<file path="config.mk">
export PLATFORM = sky130hd
export DESIGN_NAME = rom_ram_bank_mapper_core
export DESIGN_NICKNAME = d
export VERILOG_FILES = /design/src/rtl/rrbm_pkg.sv /design/src/rtl/rom_ram_bank_mapper_core.sv /design/src/rtl/rrbm_map.sv
export SDC_FILE = /design/constraint.sdc
export NUM_CORES = 1
export LEC_CHECK = 0
export ABC_AREA = 1
export BUFFER_PORTS_ARGS = -buffer_cell sky130_fd_sc_hd__buf_2
export CAP_MARGIN = 10
export CORE_ASPECT_RATIO = 0.8
export CORE_UTILIZATION = 57
export DETAILED_ROUTE_END_ITERATION = 8
export HOLD_SLACK_MARGIN = 0.02
export PLACE_DENSITY = 0.84
export SLEW_MARGIN = 10
export SYNTH_ARGS = -nofsm -noshare
export SYNTH_HDL_FRONTEND = slang
export SYNTH_SLANG_ARGS = --single-unit
</file>
<file path="constraint.sdc">
create_clock -name clk -period 5.6 [get_ports clk]
set_input_delay 0.28 -clock clk [delete_from_list [all_inputs] [get_ports clk]]
set_output_delay 0.28 -clock clk [all_outputs]
set_load 0.02 [all_outputs]
</file>
<file path="src/rtl/rrbm_pkg.sv">
// ----------------------------------------------------------------------------
// rrbm_pkg
// Types and codes shared by the cartridge bank mapper modules.
// ----------------------------------------------------------------------------
`default_nettype none

package rrbm_pkg;

  localparam logic [2:0] TGT_ROM_READ  = 3'd0;
  localparam logic [2:0] TGT_RAM_READ  = 3'd1;
  localparam logic [2:0] TGT_RAM_WRITE = 3'd2;
  localparam logic [2:0] TGT_OPEN_BUS  = 3'd3;
  localparam logic [2:0] TGT_NONE      = 3'd4;

  localparam logic CMD_READ  = 1'b0;
  localparam logic CMD_WRITE = 1'b1;

  // Control register regions, selected by address bits 14:13 below 0x8000.
  localparam logic [1:0] REG_RAM_ENABLE = 2'd0;
  localparam logic [1:0] REG_ROM_BANK   = 2'd1;
  localparam logic [1:0] REG_RAM_BANK   = 2'd2;
  localparam logic [1:0] REG_MODE       = 2'd3;

  localparam logic [2:0] RAM_WINDOW     = 3'b101;
  localparam logic [7:0] RAM_ENABLE_KEY = 8'h0A;
  localparam logic [7:0] BANK_ALIAS     = 8'hE1;
  localparam logic [7:0] OPEN_BUS_BYTE  = 8'hFF;

  typedef struct packed {
    logic        cmd;
    logic [15:0] bus_address;
    logic [7:0]  write_byte;
  } item_t;

  typedef struct packed {
    logic [2:0]  target;
    logic [20:0] mem_address;
    logic [7:0]  mem_data;
  } result_t;

endpackage

`default_nettype wire

</file>
<file path="src/rtl/rom_ram_bank_mapper_core.sv">
// ----------------------------------------------------------------------------
// rom_ram_bank_mapper_core
// Cartridge bank controller: maps each bus access to a ROM or RAM address.
// ----------------------------------------------------------------------------
// Channel   Direction  tdata                                  tuser
// s_axis    in         [15:0] bus_address, [23:16] write_byte [0] cmd
// m_axis    out        [20:0] mem_address, [28:21] mem_data   [2:0] target
// cfg       in         cfg_wdata [3:0] rom_size_code          -
//
// One word is accepted per cycle unless a stalled result keeps in_valid set.
// The input register and the result register bound the single mapping stage.
// Reset clears both valid flags and returns the bank state to its defaults.
// A stalled result holds its register, and the input register fills behind it.
// ----------------------------------------------------------------------------
`default_nettype none

module rom_ram_bank_mapper_core import rrbm_pkg::*; (
  input  wire logic        clk,
  input  wire logic        rst,
  input  wire logic        cfg_wen,
  input  wire logic [3:0]  cfg_wdata,
  input  wire logic        s_tvalid,
  output logic             s_tready,
  input  wire logic [23:0] s_tdata,  // [15:0] bus_address, [23:16] write_byte
  input  wire logic [0:0]  s_tuser,  // [0] cmd
  output logic             m_tvalid,
  input  wire logic        m_tready,
  output logic [31:0]      m_tdata,  // [20:0] mem_address, [28:21] mem_data
  output logic [2:0]       m_tuser   // [2:0] target
);

  logic    in_valid;
  item_t   in_item;
  logic    advance;
  result_t map_res;
  result_t out_res;

  assign advance  = in_valid && (!m_tvalid || m_tready);
  assign s_tready = !in_valid || advance;

  always_ff @(posedge clk) begin
    if (rst) begin
      in_valid <= 1'b0;
    end else if (s_tready) begin
      in_valid <= s_tvalid;
    end
  end

  always_ff @(posedge clk) begin
    if (s_tvalid && s_tready) begin
      in_item <= '{cmd: s_tuser[0], bus_address: s_tdata[15:0],
                   write_byte: s_tdata[23:16]};
    end
  end

  rrbm_map u_map (
    .clk       (clk),
    .rst       (rst),
    .cfg_wen   (cfg_wen),
    .cfg_wdata (cfg_wdata),
    .fire      (advance),
    .item      (in_item),
    .res       (map_res)
  );

  always_ff @(posedge clk) begin
    if (rst) begin
      m_tvalid <= 1'b0;
    end else if (advance) begin
      m_tvalid <= 1'b1;
    end else if (m_tready) begin
      m_tvalid <= 1'b0;
    end
  end

  always_ff @(posedge clk) begin
    if (advance) begin
      out_res <= map_res;
    end
  end

  assign m_tdata = {3'b000, out_res.mem_data, out_res.mem_address};
  assign m_tuser = out_res.target;

endmodule

`default_nettype wire

</file>
<file path="src/rtl/rrbm_map.sv">
// ----------------------------------------------------------------------------
// rrbm_map
// Bank state registers and the address mapping of one bus access.
// ----------------------------------------------------------------------------
`default_nettype none

module rrbm_map import rrbm_pkg::*; (
  input  wire logic       clk,
  input  wire logic       rst,
  input  wire logic       cfg_wen,
  input  wire logic [3:0] cfg_wdata,
  input  wire logic       fire,
  input  wire item_t      item,
  output result_t         res
);

  logic [3:0] rom_size_code;
  logic       ram_enabled, ram_enabled_next;
  logic [6:0] rom_bank, rom_bank_next;
  logic [1:0] ram_bank, ram_bank_next;
  logic       advanced_mode, advanced_mode_next;

  logic [15:0] addr;
  logic [7:0]  wbyte;
  logic        is_wr;
  logic [4:0]  bank_mask;
  logic [6:0]  masked_bank;
  logic [6:0]  high_bank;
  logic [1:0]  mode_bank;

  always_comb begin
    case (rom_size_code)
      4'd0:    bank_mask = 5'h03;
      4'd1:    bank_mask = 5'h07;
      4'd2:    bank_mask = 5'h0F;
      default: bank_mask = 5'h1F;
    endcase
  end

  always_comb begin
    addr   = item.bus_address;
    wbyte  = item.write_byte;
    is_wr  = (item.cmd == CMD_WRITE);
    mode_bank   = advanced_mode ? ram_bank : 2'b00;
    high_bank   = (rom_bank == 7'd0) ? 7'd1 : rom_bank;
    masked_bank = {2'b00, wbyte[4:0] & bank_mask};
    if (rom_size_code > 4'd3) begin
      masked_bank = masked_bank | {ram_bank, 5'b00000};
    end

    ram_enabled_next   = ram_enabled;
    rom_bank_next      = rom_bank;
    ram_bank_next      = ram_bank;
    advanced_mode_next = advanced_mode;
    res = '{target: TGT_NONE, mem_address: 21'd0, mem_data: 8'd0};

    if (!addr[15]) begin
      if (is_wr) begin
        unique case (addr[14:13])
          REG_RAM_ENABLE: ram_enabled_next = (wbyte == RAM_ENABLE_KEY);
          REG_ROM_BANK: begin
            if (wbyte == 8'd0 || wbyte == BANK_ALIAS) begin
              rom_bank_next = 7'd1;
            end else if (wbyte[7:5] == 3'b000) begin
              rom_bank_next = wbyte[6:0];
            end else begin
              rom_bank_next = masked_bank;
            end
          end
          REG_RAM_BANK: ram_bank_next = wbyte[1:0];
          REG_MODE:     advanced_mode_next = wbyte[0];
          default:      ram_enabled_next = ram_enabled;
        endcase
      end else if (!addr[14]) begin
        res.target      = TGT_ROM_READ;
        res.mem_address = {mode_bank, 5'b00000, addr[13:0]};
      end else begin
        res.target      = TGT_ROM_READ;
        res.mem_address = {high_bank, addr[13:0]};
      end
    end else if (addr[15:13] == RAM_WINDOW) begin
      if (!ram_enabled) begin
        if (!is_wr) begin
          res.target   = TGT_OPEN_BUS;
          res.mem_data = OPEN_BUS_BYTE;
        end
      end else begin
        res.target      = is_wr ? TGT_RAM_WRITE : TGT_RAM_READ;
        res.mem_address = {6'b000000, mode_bank, addr[12:0]};
        res.mem_data    = is_wr ? wbyte : 8'd0;
      end
    end else if (!is_wr) begin
      res.target   = TGT_OPEN_BUS;
      res.mem_data = OPEN_BUS_BYTE;
    end
  end

  always_ff @(posedge clk) begin
    if (rst) begin
      rom_size_code <= 4'd0;
      ram_enabled   <= 1'b0;
      rom_bank      <= 7'd1;
      ram_bank      <= 2'd0;
      advanced_mode <= 1'b0;
    end else begin
      if (cfg_wen) begin
        rom_size_code <= cfg_wdata;
      end
      if (fire) begin
        ram_enabled   <= ram_enabled_next;
        rom_bank      <= rom_bank_next;
        ram_bank      <= ram_bank_next;
        advanced_mode <= advanced_mode_next;
      end
    end
  end

endmodule

`default_nettype wire

</file>
After elaboration in Yosys (flattened, before gate mapping)
Index checks and enable logic that the tools add are counted.
Widths: inputs -> output; s select.
- bits in registers: 74
- output and inout port bits: 37
- magnitude comparators: 1
- eq/ne operators: 8
- muxes and demuxes: 21
- bitwise logic cells: 3
- reductions and logical operators: 17
- operator list (cell ; count):
    $mux 24 ; 2
    $mux 8 ; 4
    $mux 15 ; 2
    $mux 7 ; 4
    $mux 21 ; 1
    $reduce_and 4->1 ; 4
    $pmux 5 s3 ; 1
    $mux 3 ; 3
    $eq 8x4->1 const B ; 1
    $eq 8x8->1 const B ; 1
    $logic_not 8->1 ; 1
    $logic_not 7->1 ; 1
    $or 5x7->7 ; 1
    $and 5x5->5 ; 1
    $eq 2x2->1 const B ; 2
    $eq 4x1->1 const B ; 1
    $eq 4x2->1 const B ; 1
    $gt 4x2->1 const B ; 1
    $logic_not 4->1 ; 1
    $mux 2 ; 2
    $eq 3x3->1 const B ; 1
    $logic_not 3->1 ; 1
    $logic_or 1x1->1 ; 3
    $eq 2x1->1 const B ; 1
    6 further kinds ; 9

Logic depth before layout (Yosys ltp)
Gate-level depths: netlist of the first run.
- depth after elaboration: 7
- mapped depth: 8
- gate-level depth less buffers: 8

By module
Synthesis of the first run repeated with hierarchy kept, for this count alone.
- cells, all modules: 287
- area total of the unflattened synthesis: 2994.1 um^2
- by module, submodules not included (module ; times used ; cells each ; area each (um^2) ; seq. area each (um^2)):
    rom_ram_bank_mapper_core ; 1 ; 73 ; 1829.3 ; 1751.7
    rrbm_map ; 1 ; 214 ; 1164.9 ; 300.3

Worst setup path before layout of the first run
No wires, ideal clock.
- path type: register to register
- start point: reg m_tvalid
- end point: reg u_map.rom_bank[6]
- arrival: 1984 ps
- path slack: 3546 ps
- cell stages (with the launch flop): 6
- buffers on the path: 0
- period minus slack after synthesis: 2054 ps
- path through: dfxtp_1 -> a21oi_2 -> nand2_1 -> nor2_1 -> nand2_1 -> a21oi_1
- cells in the longest elaborated chain, start to end: 4
- RTL lines (item ; line ; RTL):
    from (decl) ; rom_ram_bank_mapper_core.sv:26 ; output logic m_tvalid,
    from (signal assigned) ; rom_ram_bank_mapper_core.sv:68 ; m_tvalid <= 1'b0;
    from (signal assigned) ; rom_ram_bank_mapper_core.sv:70 ; m_tvalid <= 1'b1;
    from (signal assigned) ; rom_ram_bank_mapper_core.sv:72 ; m_tvalid <= 1'b0;
    $logic_not 1->1 ; rom_ram_bank_mapper_core.sv:38 ; assign advance = in_valid && (!m_tvalid || m_tready);
    $logic_or 1x1->1 ; rom_ram_bank_mapper_core.sv:38 ;
    $logic_and 1x1->1 ; rom_ram_bank_mapper_core.sv:38 ;
    via advance ; rom_ram_bank_mapper_core.sv:34 ; logic advance;
    $reduce_and 4->1 (no source line) ; - ;
    to (signal assigned) ; rrbm_map.sv:111 ; rom_bank <= rom_bank_next;
    to (decl) ; rrbm_map.sv:19 ; logic [6:0] rom_bank, rom_bank_next;
The timed path passes the listed nets, and every way through them passes these cells.
A chain may end at the register's enable or synchronous reset.

Final worst setup path of the first run
- start point: reg in_valid
- end point: reg u_map.rom_bank[6]
- cells in the longest elaborated chain, start to end: 2
- RTL lines (item ; line ; RTL):
    from (decl) ; rom_ram_bank_mapper_core.sv:32 ; logic in_valid;
    from (signal assigned) ; rom_ram_bank_mapper_core.sv:45 ; in_valid <= s_tvalid;
    $logic_and 1x1->1 ; rom_ram_bank_mapper_core.sv:38 ;
    via advance ; rom_ram_bank_mapper_core.sv:34 ;
    $reduce_and 4->1 (no source line) ; - ;
The timed path passes the listed nets, and every way through them passes these cells.

==> run_results.csv, run 1 <==
group,metric,value,unit
outcome,status,"finished clean",
synth,synth.most_common_cell,"edfxtp_1",
die,io_pins,71,
sta,hold_viol_final,0,
power_and_ir_drop,ir_worst_vdd,0.233,mV
clock_network,post_cts_resized,0,
synth,yosys.area_share.simple,15.8,%
clock_network,cts_tree,"built",
critical_path,crit_path_end_kind,"flip-flop",
clock_network,cts.sinks,74,
power_and_ir_drop,power.density,324,mW/mm²
sta,finalSetupViolCount,0,
placed_design,postPlaceCellArea,0.00331,mm²
power_and_ir_drop,leakagePower,1.53,nW
sta,fin_tns_setup,0,ps
placed_design,hpwl,3590,µm
die,start_util,61.5,%
die,die-area,0.00543,mm²
synth,synth_top_family_by_area,"simple AND/OR/NAND/NOR gates",
critical_path,crit_chain,"inv_1 -> a21oi_4 -> nand2_1 -> nor2_1 -> nand2_1 -> a21oi_1",
placed_design,portBuffers,67,
drt,wl_met1,2260,µm
critical_path,worstSetupStartpointType,"flip-flop",
cells_and_area,area_growth,20.0,%
drt,top_layer,"met4",
critical_path,cp_slowest_cell,"a21oi_4",
synth,synth_mux_area_share,0,%
clock_network,numCtsBuffers,9,
grt,grt_pass1_vias,1788,
synth,synth_top_area_share,58.4,%
die,fp.coreArea,0.00476,mm²
clock_network,clock_path_buffers,2,
synth,synth_area_leaders,"edfxtp_1 58%, dfxtp_1 12%, nor2_1 5.0%, inv_1 4.9%, nand2_1 4.7%",
critical_path,critPathTopFamily,"compound AO/OA/AOI/OAI gates",
worst_hold_path,hold_path_class,"in -> reg",
synth,synth-adder-area-share,0.427,%
sta,final-max-slew-violation-count,0,
drt,dr_total_vias,2007,
synth,synth_top_area_cell,"edfxtp_1",
grt,grt_overflow,0,
synth,synth_seq_cells,74,
die,num_rows,22,
drt,dr.pass1.iters,4,
clock_network,cts.clk_slew.worst_paths,70,ps
run,cap_violations,0,
cells_and_area,num-nets-final,375,
synth,synthArstFlopShare,0,%
cells_and_area,diodes,0,
power_and_ir_drop,p_total,1.14,mW
synth,ys_warn_count,0,
synth,yosysSeqAreaShare,70.1,%
critical_path,crit_fanout,34,
sta,min_period,1920,ps
sta,tightest_slew,1050,ps
drt,post_drt_wl_per_cell,12.5,µm
clock_network,cts_root_buffer,"clkbuf_8",
clock_network,post-cts-setup-buffers,0,
sta,slew_headroom,29.9,%
drt,wl_met2,2180,µm
clock_network,cts_htree_levels,3,
grt,antenna_found_initial,0,
drt,viasPerCell,4.96,
drt,drc,0,
clock_network,ctsHoldBuffers,0,
critical_path,crit_buf_inv,1,
grt,grt_usage,21.3,%
synth,synthFlopType,"edfxtp_1",
drt,met3_length,517,µm
drt,drt_wl_total,5060,µm
critical_path,cpPeakStageDelay,790,ps
synth,syn_area,0.00293,mm²
synth,synth_edf_count,57,
grt,grt_start_max_net_pins,35,
critical_path,critical_path_arrival,2200,ps
sta,rsz0062_at_grt,"false",
cells_and_area,postLayoutCoreUtil,73.8,%
synth,yosysUniqueCellTypes,23,
cells_and_area,stdcell_area,0.00351,mm²
synth,avgSynthCellArea,11.0,µm²
die,die_y,66.1,µm
critical_path,crit_required,5870,ps
grt,grt_pass1_wl,7970,µm
critical_path,path_class,"reg -> reg",
synth,syn_inst,266,
die,fp.dieW,82.1,µm
placed_design,place_congestion,0.899,
sta,finClkSkew,5.15,ps
sta,min_period_over_period,34.3,%
sta,fmax,520,MHz
synth,yosys-top-cells-count,"57 x edfxtp_1, 39 x nor2_1, 38 x inv_1",
synth,synth_compound_area_share,6.45,%
critical_path,cp_common_cell,"nand2_1",
synth,synth-xor-area-share,0,%
clock_network,clk_latency,340,ps
drt,initialDrtViolationCount,146,
drt,ant_nets,0,
cells_and_area,layout-drive-gt1-share,27.5,%
sequential cells by signal, summed over array words and instances (netlist names):
register / count
m_tdata: 29
in_item: 25
u_map.rom_bank: 7
u_map.rom_size_code: 4
m_tuser: 3
u_map.ram_bank: 2
in_valid: 1
m_tvalid: 1
u_map.advanced_mode: 1
u_map.ram_enabled: 1
cells by family after synthesis:
group	count (synthesis)
simple gates	105
other cells	1
buf+inv	49
flops	74
compound gates	36
fa+ha+maj	1
cell usage in the layout, fill, tap and decap left out, drive strengths merged:
cell type and instances:
o21a 1, bufinv 2, clkinvlp 1, nor3b 1, dfxtp 17, conb 3
nor3 5, inv 43, edfxtp 57, nand2 42, o21ai 17, clkinv 3
ha 1, and3 1, nand3 12, clkbuf 10, nand4 2, buf 67
a21oi 16, nor2 42, o22ai 2
final timing paths:
path | start | cells after the start | slack, ps | endpoint
worst min-delay path | s_tuser | 1 | 110 | in_item[24]$_DFFE_PP_
worst max register to register | in_valid$_SDFFE_PP0N_ | 6 | 3680 | u_map.rom_bank[6]$_SDFFE_PP0P_
worst min register to register | u_map.rom_bank[4]$_SDFFE_PP0P_ | 2 | 480 | u_map.rom_bank[4]$_SDFFE_PP0P_
worst max-delay path | in_valid$_SDFFE_PP0N_ | 6 | 3680 | u_map.rom_bank[6]$_SDFFE_PP0P_
worst register-to-register path: stages (launching register included):
cell and delay, ps:
dfxtp_1 350, inv_1 80, a21oi_4 790, nand2_1 310, nor2_1 160, nand2_1 70, a21oi_1 110
metrics by stage:
stage                     cells  setup WS [ps]  hold slack (ps)
after floorplan             268           3550              349
after detailed placement    389           3650              458
after global placement      389           3690              456
after CTS                   405           3670             91.3
final                       405           3680              112
after global routing        405           3470             93.8
power by group:
group | switching, mW | internal, mW | leakage [nW]
Clock | 0.177 | 0.248 | 0.104
Sequential | 0.0129 | 0.620 | 0.694
Combinational | 0.0561 | 0.0264 | 0.738
layer usage:
| metal | vias to the layer above | track usage [%] |
|---|---|---|
| met3 | 8 | 6.76 |
| li1 | 1022 | - |
| met2 | 93 | 32.2 |
| met4 | 0 | 12.1 |
| met1 | 884 | 27.2 |
| met5 | - | 0 |
final cells by class:
cell class	instances	area [µm²]
clock buffers	10	128
clock inverters	6	81.3
fillers	328	1250
inverters	43	161
multi-input cells	145	682
flip-flops and latches	74	2050
well taps	60	75.1
repair buffers	67	335
Note: power is estimated with default switching activity, not from simulation.
==> inputs of run 2 (changes only) <==
--- a/config.mk
+++ b/config.mk
@@ -9,10 +9,10 @@
 export BUFFER_PORTS_ARGS = -buffer_cell sky130_fd_sc_hd__buf_2
 export CAP_MARGIN = 10
 export CORE_ASPECT_RATIO = 0.8
-export CORE_UTILIZATION = 57
+export CORE_UTILIZATION = 52
 export DETAILED_ROUTE_END_ITERATION = 8
 export HOLD_SLACK_MARGIN = 0.02
-export PLACE_DENSITY = 0.84
+export PLACE_DENSITY = 0.78
 export SLEW_MARGIN = 10
 export SYNTH_ARGS = -nofsm -noshare
 export SYNTH_HDL_FRONTEND = slang
==> constraint.sdc (replaced) <==
create_clock -name clk -period 1.86 [get_ports clk]
set_input_delay 0.093 -clock clk [delete_from_list [all_inputs] [get_ports clk]]
set_output_delay 0.093 -clock clk [all_outputs]
set_load 0.02 [all_outputs]
==> run 2 against run 1 <==
Clock-buffer cell count is 1 lower. First-iteration DRC count decreased by 9.6%. Die area increased by 9.4%. Critical endpoint is now m_tdata[28]$_SDFFCE_PN0N_. Final cell count up 12%.
==> run_results.csv, run 2 (synthesis gave the netlist of run 1 again) <==
group,metric,value,unit
power_and_ir_drop,switching_share,23.0,%
cells_and_area,num-nets-final,406,
die,fp.dieW,85.9,µm
power_and_ir_drop,p_switching,0.776,mW
clock_network,clk_latency,340,ps
cells_and_area,num-fill-cells,392,
drt,dr.pass1.iters,4,
die,die_y,69.1,µm
power_and_ir_drop,internal_power,2.59,mW
drt,dr_total_vias,2176,
cells_and_area,diodes,0,
sta,fin_tns_setup,0,ps
clock_network,post_cts_resized,0,
power_and_ir_drop,leakagePower,1.65,nW
power_and_ir_drop,comb_power_share,9.2,%
drt,post_drt_wl_per_cell,12.8,µm
critical_path,critical_path_arrival,1490,ps
cells_and_area,largest_reg_flops,29,
clock_network,post-cts-setup-buffers,0,
grt,grt_pass1_vias,2002,
grt,grt_pass1_wl,9140,µm
drt,ant_nets,0,
drt,drt_wl_total,5800,µm
sta,finClkSkew,5.72,ps
clock_network,cts_htree_levels,3,
clock_network,cts.clk_slew.worst_paths,70,ps
grt,antenna_found_initial,0,
cells_and_area,final_cell_mix,"67 x buf_2, 57 x edfxtp_1, 39 x nor2_1",
drt,top_layer,"met4",
outcome,status,"finished clean",
cells_and_area,layout-drive-gt1-share,25.5,%
critical_path,crit_buf_inv,1,
sta,hold_viol_final,0,
worst_hold_path,hold_path_class,"in -> reg",
power_and_ir_drop,power.density,880,mW/mm²
run,cap_violations,0,
critical_path,crit_path_end_kind,"flip-flop",
cells_and_area,layout_commonest_cell,"buf_2",
clock_network,clock_path_buffers,2,
sta,min_period,1410,ps
placed_design,hpwl,3740,µm
power_and_ir_drop,pwr-share-seq,56.5,%
cells_and_area,multi_input_area,682,µm²
critical_path,cp_slowest_cell,"edfxtp_1",
die,die-area,0.00594,mm²
sta,fmax,711,MHz
critical_path,cpPeakStageDelay,440,ps
clock_network,cts_tree,"built",
drt,wl_met2,2760,µm
placed_design,pre_cts_ws,457,ps
critical_path,path_class,"reg -> reg",
drt,initialDrtViolationCount,132,
sta,worst_slack,453,ps
critical_path,crit_required,1940,ps
die,fp.coreArea,0.00544,mm²
placed_design,portBuffers,67,
critical_path,cp_common_cell,"nand2_2",
grt,grt_usage,21.1,%
cells_and_area,seqCellArea,0.00205,mm²
critical_path,worstSetupStartpointType,"flip-flop",
sta,finalSetupViolCount,0,
cells_and_area,area_growth,30.7,%
placed_design,postPlaceCellArea,0.00336,mm²
cells_and_area,postLayoutCoreUtil,70.4,%
critical_path,crit_fanout,8,
grt,grt_overflow,0,
critical_path,critPathTopFamily,"simple AND/OR/NAND/NOR gates",
placed_design,place_congestion,0.876,
clock_network,cts.sinks,74,
die,num_rows,24,
sta,final-max-slew-violation-count,0,
grt,grt_start_max_net_pins,26,
clock_network,cts_root_buffer,"clkbuf_8",
die,io_pins,71,
clock_network,numCtsBuffers,9,
drt,drc,0,
sta,rsz0062_at_grt,"false",
power_and_ir_drop,ir_worst_vdd,0.692,mV
sta,min_period_over_period,75.6,%
cells_and_area,stdcell_area,0.00383,mm²
power_and_ir_drop,p_total,3.37,mW
power_and_ir_drop,clkPwrFrac,34.3,%
drt,wl_met1,2460,µm
critical_path,crit_chain,"inv_2 -> nand2_2 -> nor2_4 -> nand2_2 -> nand2_1 -> o21ai_0",
die,start_util,53.9,%
drt,viasPerCell,4.79,
drt,met3_length,399,µm
==> run 2: area by class of cell <==
type	instances	area share, %
flip-flops and latches	74	53.6
clock buffers	9	3.24
clock inverters	7	1.57
well taps	78	2.55
inverters	43	4.22
repair buffers	98	17.0
multi-input cells	145	17.8
==> run 2: routing by layer <==
layer  GRT usage (%)  vias up
met5               0        -
met4            11.1        0
met3            6.83       17
met2            33.3       86
met1            25.7      989
li1                -     1084
==> run 2: power groups by stage <==
stage	Sequential (mW)	Combinational (mW)	Clock [mW]
6_report	1.90	0.310	1.15
5_1_grt	1.91	0.341	1.23
4_1_cts	1.90	0.307	1.17
3_5_place_dp	1.94	0.261	0
3_3_place_gp	1.93	0.254	0
2_1_floorplan	1.97	0.126	0
==> run 2: final timing paths <==
check	slack (ps)	start	to	depth (start not counted)
worst max-delay path	450	in_item[22]$_DFFE_PP_	m_tdata[28]$_SDFFCE_PN0N_	6
worst min-delay path	30	cfg_wdata[3]	u_map.rom_size_code[3]$_SDFFE_PP0P_	3
worst max register to register	450	in_item[22]$_DFFE_PP_	m_tdata[28]$_SDFFCE_PN0N_	6
worst min register to register	480	u_map.rom_size_code[2]$_SDFFE_PP0P_	u_map.rom_size_code[2]$_SDFFE_PP0P_	2
==> run 2: through the flow <==
| step | std cells | hold slack, ps |
|---|---|---|
| after detailed placement | 410 | 271 |
| after global routing | 454 | 36.2 |
| final | 454 | 32.1 |
| after global placement | 410 | 269 |
| after floorplan | 268 | 162 |
| after CTS | 454 | 25.0 |
==> run 2: what timing repair did <==
item,in CTS,in global routing
hold buffers,28,0
setup endpoints to repair,0,0
hold endpoints to repair,31,0
==> run 2: tightest hold or removal path: stages <==
cell and delay, ps:
buf_2 70, o21ai_0 70, a21oi_1 100
